### src/rtl/kcs_pkg.sv
// Package for the keyframe curve sampler: sizes, register indexes, sequencer states.
// Used by kcs_divider, keyframe_curve_sampler, kcs_checker and the testbench; depends on nothing.
`timescale 1ns / 1ps
package kcs_pkg;
	localparam int MaxKeys = 64;
	localparam int IdxW = $clog2(MaxKeys);
	localparam int CountW = IdxW + 1;

	typedef enum logic [1:0] {
		REG_KEY_COUNT   = 2'd0,
		REG_LOOP_ENABLE = 2'd1,
		REG_LOOP_LENGTH = 2'd2
	} reg_index_t;

	typedef enum logic [3:0] {
		ST_IDLE,
		ST_WRAP,
		ST_WRAP_WAIT,
		ST_HINT_RD,
		ST_HINT_CMP,
		ST_BS_CHECK,
		ST_BS_RD,
		ST_BS_CMP,
		ST_SEG_RD,
		ST_SEG_LATCH,
		ST_FRAC_WAIT,
		ST_MUL,
		ST_CLAMP,
		ST_OUT
	} state_t;

	typedef struct packed {
		logic start;
		logic busy;
		logic done;
	} div_ctl_t;
endpackage

### src/rtl/kcs_divider.sv
// Restoring unsigned divider, 64-bit dividend by 33-bit divisor, one quotient bit a cycle.
// Depends on kcs_pkg for the control struct.
`timescale 1ns / 1ps
module kcs_divider
	import kcs_pkg::*;
(
	input  logic        clk,
	input  logic        arst_n,
	input  logic        start,
	input  logic [63:0] dividend,
	input  logic [32:0] divisor,
	output div_ctl_t    ctl,
	output logic [63:0] quotient,
	output logic [32:0] remainder
);
	logic [6:0]  count_q;
	logic        busy_q;
	logic        done_q;
	logic [63:0] quo_q;
	logic [33:0] rem_q;
	logic [32:0] div_q;
	logic [33:0] trial;
	logic [33:0] shifted;

	// Shift in the next dividend bit and try a subtract.
	assign shifted = {rem_q[32:0], quo_q[63]};
	assign trial   = shifted - {1'b0, div_q};

	always_ff @(posedge clk or negedge arst_n) begin
		if (!arst_n) begin
			busy_q  <= 1'b0;
			done_q  <= 1'b0;
			count_q <= '0;
		end else begin
			done_q <= 1'b0;
			if (start) begin
				busy_q  <= 1'b1;
				count_q <= 7'd64;
			end else if (busy_q) begin
				count_q <= count_q - 7'd1;
				if (count_q == 7'd1) begin
					busy_q <= 1'b0;
					done_q <= 1'b1;
				end
			end
		end
	end

	always_ff @(posedge clk) begin
		if (start) begin
			quo_q <= dividend;
			rem_q <= '0;
			div_q <= divisor;
		end else if (busy_q) begin
			if (!trial[33]) begin
				rem_q <= trial;
				quo_q <= {quo_q[62:0], 1'b1};
			end else begin
				rem_q <= shifted;
				quo_q <= {quo_q[62:0], 1'b0};
			end
		end
	end

	assign quotient  = quo_q;
	assign remainder = rem_q[32:0];
	assign ctl       = '{start: start, busy: busy_q, done: done_q};

	assert property (@(posedge clk) disable iff (!arst_n) done_q |-> !busy_q)
		else $error("divider done while busy");
	assert property (@(posedge clk) disable iff (!arst_n) start |=> busy_q)
		else $error("divider did not start");
	assert property (@(posedge clk) disable iff (!arst_n) busy_q |-> count_q != 7'd0)
		else $error("divider count underflow");
endmodule

### config.mk
export PLATFORM = sky130hd
export DESIGN_NAME = kcs_divider
export DESIGN_NICKNAME = d
export VERILOG_FILES = /design/src/rtl/kcs_pkg.sv /design/src/rtl/kcs_divider.sv
export SDC_FILE = /design/constraint.sdc
export NUM_CORES = 1
export LEC_CHECK = 0
export ABC_AREA = 1
export BUFFER_PORTS_ARGS = -buffer_cell sky130_fd_sc_hd__buf_2
export CELL_PAD_IN_SITES_DETAIL_PLACEMENT = 0
export CELL_PAD_IN_SITES_GLOBAL_PLACEMENT = 1
export CORE_UTILIZATION = 35
export CTS_CLUSTER_DIAMETER = 80
export CTS_CLUSTER_SIZE = 30
export DETAILED_ROUTE_END_ITERATION = 10
export PLACE_DENSITY = 0.81
export SYNTH_ARGS = -nofsm -noshare
export SYNTH_HDL_FRONTEND = slang
export SYNTH_SLANG_ARGS = --single-unit
### constraint.sdc
create_clock -name clk -period 5.17 [get_ports clk]
set_input_delay 0.2585 -clock clk [delete_from_list [all_inputs] [get_ports clk]]
set_output_delay 0.2585 -clock clk [all_outputs]
set_load 0.05 [all_outputs]
* Word level (Yosys, flattened, before mapping)
Index checks and enable logic that the tools add are counted.
Storage, ports and cells: register bits after elaboration 139, input port bits 100, output and inout port bits 100, logic and storage cells 22
Operators by class: add/subtract/negate cells 2, equal/unequal tests 1, mux-type cells 12, reductions and logical operators 1
Operators by type and width (number):
- 64-bit two-way mux | 2
- 34-bit by 33-bit subtractor with 34-bit output | 1
- 33-bit two-way mux | 1
- 7-bit two-way mux | 2
- 7-bit by 1-bit == test with 1-bit output (second input constant) | 1
- 1-bit two-way mux | 7
- 7-bit by 1-bit subtractor with 7-bit output (second input constant) | 1
- 2-bit nonzero test | 1

* Depth between registers and ports, before layout
depth after elaboration 4, mapped depth 18, gate-level depth less buffers 18

* Worst setup path before layout
OpenSTA, ideal clock, no wires.
path type register -> register, from register rem_q[23], to register quo_q[0], in the netlist quotient[0], data pin, setup time 0.265 ns, arrival 2.059 ns, required time 4.905 ns, path slack 2.846 ns, stages on the path, launching flop included 13, path buffers 1, clock period less this slack 2.324 ns, cell sequence dfxtp_1 > ha_1 > nand2_2 > inv_2 > nand2_1 > nand3_2 > a21oi_2 > nor2_1 > nor2_4 > nand3_4 > nand2_4 > buf_12 > o21ai_1
On the way: longest elaborated chain between the ends 4
Ends and longest elaborated chain:
- from (decl) | RTL line kcs_divider.sv:20 | logic [33:0] rem_q;
- from (signal assigned) | RTL line kcs_divider.sv:56 | rem_q <= trial;
- from (signal assigned) | RTL line kcs_divider.sv:59 | rem_q <= shifted;
- 34-bit by 33-bit subtractor with 34-bit output | RTL line kcs_divider.sv:27 | assign trial = shifted - {1'b0, div_q};
- 1-bit two-way mux | RTL line kcs_divider.sv:55 | if (!trial[33]) begin
- 64-bit two-way mux | RTL line kcs_divider.sv:54 | end else if (busy_q) begin
- 64-bit two-way mux | RTL line kcs_divider.sv:50 | if (start) begin
- to (signal assigned) | RTL line kcs_divider.sv:51 | quo_q <= dividend;
- to (signal assigned) | RTL line kcs_divider.sv:57 | quo_q <= {quo_q[62:0], 1'b1};
- to (signal assigned) | RTL line kcs_divider.sv:60 | quo_q <= {quo_q[62:0], 1'b0};
- to (decl) | RTL line kcs_divider.sv:19 | logic [63:0] quo_q;
Every way passes these cells. The select of a mux whose other input is x is not followed. A chain may end at the register's enable or synchronous reset.

* Worst setup path in the final report
from register div_q[22], to register rem_q[32]
On the way: longest elaborated chain between the ends 2
Ends and longest elaborated chain:
- from (decl) | RTL line kcs_divider.sv:21 | logic [32:0] div_q;
- from (signal assigned) | RTL line kcs_divider.sv:53 | div_q <= divisor;
- 34-bit by 33-bit subtractor with 34-bit output | RTL line kcs_divider.sv:27
- 33-bit two-way mux | RTL line kcs_divider.sv:55
Every way passes these cells.

==> results.md <==
- Status: finished, final reports clean
- Most common library cell in the layout ignoring fill and taps: sky130_fd_sc_hd__nand2_1
- Total global-route track usage: 21.0%
- Half-perimeter wire length after placement: 19.5 mm
- Path type of the worst min-delay path: input pin to flop
- Area enclosed by the die boundary: 25300 µm²
- Clk Tree Root Cell: sky130_fd_sc_hd__clkbuf_16
- Final WL: 26.0 mm
- Placer's final routability congestion estimate: 0.902
- Number of inserted diodes: 0
- Count of placed standard cells including taps: 1694
- Number of max-cap violations: 0
- WL per Instance: 14.9 µm
- Maximum frequency from static timing analysis: 333 MHz
- Total clock buffers created by CTS: 17
- Switching Fraction: 43.7%
- Final sum of negative setup slack: 0 ns
- Arrival time at the worst endpoint: 3.31 ns
- Type of element launching the critical path: flop
- Highest-count cells in the layout ignoring fill and taps: sky130_fd_sc_hd__nand2_1, sky130_fd_sc_hd__inv_1, sky130_fd_sc_hd__buf_2
- Global route total overflow: 0
- DIE WIDTH: 159 µm
- Power share of the sequential group: 31.3%
- Power density of the placed cells: 443 nW/µm²
- Switching power of the nets: 0.00208 W
- Count of input and output buffers: 199
- Non-filler instance count after layout: 1750
- I/O pin cnt: 200
- Clock tree from TritonCTS: yes
- Maximum number of pins on one net before global-route repair: 71
- Overall die height: 159 µm
- Library cells used by synthesis: 36
- Vias in the first global route: 7910
- Post-CTS clock slew at the launch and capture registers of the worst setup and hold paths: 0.07 ns
- RSZ-0062 raised after global routing: no
- Post-Synthesis Net Count: 1336
- Power share of the combinational group: 40.8%
- Worst slack on hold paths: 0.0240 ns
- Critical path start-end classification: flop to flop
- Peak ir drop on the vdd network: 0.222 mV
- Number of inserted filler cells in the final layout: 2596
- Placed Instance Area: 9890 µm²
- Mapped Cells: 1200
- First-pass iteration count of the detailed router: 7
- Largest driver fanout on the critical path: 21
- DRC violation total after the first TritonRoute iteration: 435
- Yosys warnings: 0
- Maximum number of buffers from clock root to sink: 2
- Post-detailed-route DRC marker count: 0
- Post-Route Skew: 0.0207 ns
- Average footprint of a synthesized cell: 7.20 µm²
- Internal Dissipation: 0.00268 W
- Number of antenna violations at the first check in global routing: 3
- Via density per instance: 4.53
- Final critical-path required period: 3.00 ns
- Area growth from synthesis to layout: 24.6%
- Crit share post-route: 58.0%
- Antenna-violating nets left: 0
- Sort of element at the end of the critical path: flop
- Worst-Margin Slew: 0.977 ns
- Via count of the routed design: 7925
- Share of synthesized area occupied by flip-flops and latches: 44.0%
- Clock latency of the later-clocked register in the worst-skew pair: 0.43 ns
- Share of post-route cells with drive strength above 1: 19.4%
- CTS sink cnt: 139
- Final setup violation count: 0
- Leakage Power: 6.01 nW
- Area of the core: 24200 µm²
- Final setup margin: 2.17 ns
- Flip-flop and latch count after synthesis: 139
- Clock H-tree levels: 4
- Post-Layout Inst Area: 10800 µm²
- Portion of total power attributed to the clock network: 28.0%
- Wire length of the first global-routing pass: 41.6 mm
- Worst setup slack after placement: 2.18 ns
- WP data required: 5.48 ns
- Number of nets at the end of the flow: 1549
- Number of rows in the core area: 57
- Cell Area, Synth: 8630 µm²
- Number of max-slew violations in the final report: 0
- Max transition margin: 34.7%
- Starting utilization of the core area: 35.6%
- Final Hold Violating Endpoints: 0
- Post-cts resize count: 0
-- flip-flops by register name (all words and copies together), names as in the netlist --
signal    cells
done_q        1
count_q       7
div_q        33
busy_q        1
quotient     64
rem_q        33
-- cell families after synthesis --
logic type / after synthesis / share of synthesized area, %
and+or+nand+nor: 730 / 35.4
buffers and inverters: 240 / 11.2
DFF: 139 / 44.0
xor gates and xnor gates: 16 / 1.62
AOI/OAI and AO/OA: 39 / 2.51
adders and majority gates: 36 / 5.30
-- through the flow --
step / utilization [%] / power, W
final: 44.4 / 0.00476
after CTS: 44.4 / 0.00481
after floorplan: - / 0.00298
after global placement: 40.8 / 0.00344
after detailed placement: 40.8 / 0.00345
after global routing: 44.4 / 0.00508
-- final cells by class --
type	count	area [µm²]	area share, %
multi-input cells	821	3880	36.0
flip-flops and latches	139	3800	35.3
repair buffers	227	1270	11.8
inverters	207	777	7.22
clock buffers	19	475	4.42
well taps	324	405	3.77
clock inverters	13	160	1.49
-- worst max-delay path, stage by stage, from the launching register on --
cell	delay (ns)
sky130_fd_sc_hd__edfxtp_1	0.34
sky130_fd_sc_hd__inv_1	0.05
sky130_fd_sc_hd__ha_1	0.35
sky130_fd_sc_hd__nand2_1	0.10
sky130_fd_sc_hd__nand2_1	0.10
sky130_fd_sc_hd__nand2_1	0.09
sky130_fd_sc_hd__nand3_2	0.09
sky130_fd_sc_hd__a21oi_2	0.16
sky130_fd_sc_hd__nor2_1	0.09
sky130_fd_sc_hd__nor2_4	0.17
sky130_fd_sc_hd__nand3_2	0.46
sky130_fd_sc_hd__nand2_2	0.61
sky130_fd_sc_hd__nand2_1	0.12
sky130_fd_sc_hd__nand3_1	0.09
sky130_fd_sc_hd__nand2_1	0.05
-- power groups by stage --
stage                     Combinational [W]  Clock (W)  Sequential [W]
after global placement              0.00193          0         0.00151
final                               0.00194    0.00133         0.00149
after floorplan                     0.00107          0         0.00192
after global routing                0.00216    0.00140         0.00151
after CTS                           0.00196    0.00136         0.00149
after detailed placement            0.00194          0         0.00151
-- routing by layer --
| layer | routed length, µm | global-route usage [%] |
|---|---|---|
| met4 | 462 | 6.69 |
| met3 | 1450 | 5.00 |
| met1 | 11500 | 25.4 |
| met2 | 12600 | 36.8 |
| met5 | 32 | 0 |
-- synth_stat cells --
cell type / count / area [µm²]
sky130_fd_sc_hd__buf_4: 6 / 45.0
sky130_fd_sc_hd__clkbuf_1: 18 / 67.6
sky130_fd_sc_hd__ha_1: 35 / 438
sky130_fd_sc_hd__nand3_2: 3 / 30.0
sky130_fd_sc_hd__nor2_1: 50 / 188
sky130_fd_sc_hd__inv_2: 5 / 18.8
sky130_fd_sc_hd__inv_1: 202 / 758
sky130_fd_sc_hd__a21oi_2: 2 / 17.5
sky130_fd_sc_hd__fa_1: 1 / 20.0
sky130_fd_sc_hd__nor2_4: 1 / 11.3
sky130_fd_sc_hd__buf_2: 5 / 25.0
sky130_fd_sc_hd__nand2_2: 15 / 93.8
sky130_fd_sc_hd__nand3_4: 1 / 17.5
sky130_fd_sc_hd__buf_6: 3 / 33.8
sky130_fd_sc_hd__nor4_1: 2 / 12.5
sky130_fd_sc_hd__or2_2: 2 / 12.5
sky130_fd_sc_hd__o22ai_1: 1 / 6.26
sky130_fd_sc_hd__nor2_2: 5 / 31.3
sky130_fd_sc_hd__nand2_4: 5 / 56.3
sky130_fd_sc_hd__nor3_1: 5 / 25.0
sky130_fd_sc_hd__nand3_1: 98 / 490
sky130_fd_sc_hd__o21ai_1: 1 / 5.00
sky130_fd_sc_hd__dfrtp_1: 9 / 225
sky130_fd_sc_hd__nand2_1: 526 / 1970
sky130_fd_sc_hd__buf_12: 1 / 20.0
sky130_fd_sc_hd__a21oi_1: 22 / 110
sky130_fd_sc_hd__and2_1: 4 / 25.0
sky130_fd_sc_hd__o21ai_0: 8 / 40.0
sky130_fd_sc_hd__nand3b_1: 3 / 22.5
sky130_fd_sc_hd__nand4_1: 10 / 62.6
sky130_fd_sc_hd__dfxtp_1: 33 / 661
sky130_fd_sc_hd__xor2_1: 3 / 26.3
sky130_fd_sc_hd__xnor2_1: 13 / 114
sky130_fd_sc_hd__edfxtp_1: 97 / 2910
sky130_fd_sc_hd__o21bai_1: 4 / 30.0
sky130_fd_sc_hd__a21o_1: 1 / 7.51
-- path summary, 6_finish.rpt --
check / startpoint / endpoint / slack [ns] / depth (start not counted)
worst min-delay path: divisor[7] / div_q[7]$_DFFE_PP_ / 0.02 / 1
worst min register to register: rem_q[19]$_SDFFE_PP0P_ / rem_q[19]$_SDFFE_PP0P_ / 0.49 / 2
worst max-delay path: div_q[22]$_DFFE_PP_ / rem_q[32]$_SDFFE_PP0P_ / 2.17 / 14
max in group asynchronous: arst_n / count_q[1]$_DFFE_PN0P_ / 4.79 / 2
min in group asynchronous: arst_n / count_q[5]$_DFFE_PN0P_ / 0.19 / 2
worst max register to register: div_q[22]$_DFFE_PP_ / rem_q[32]$_SDFFE_PP0P_ / 2.17 / 14
-- repair_timing --
item / in CTS / in global routing
hold buffers: 24 / 0
endpoints found under the hold margin: 32 / 0
buffers inserted: 0 / 0
No activity file was read; power rests on OpenSTA's default activity.
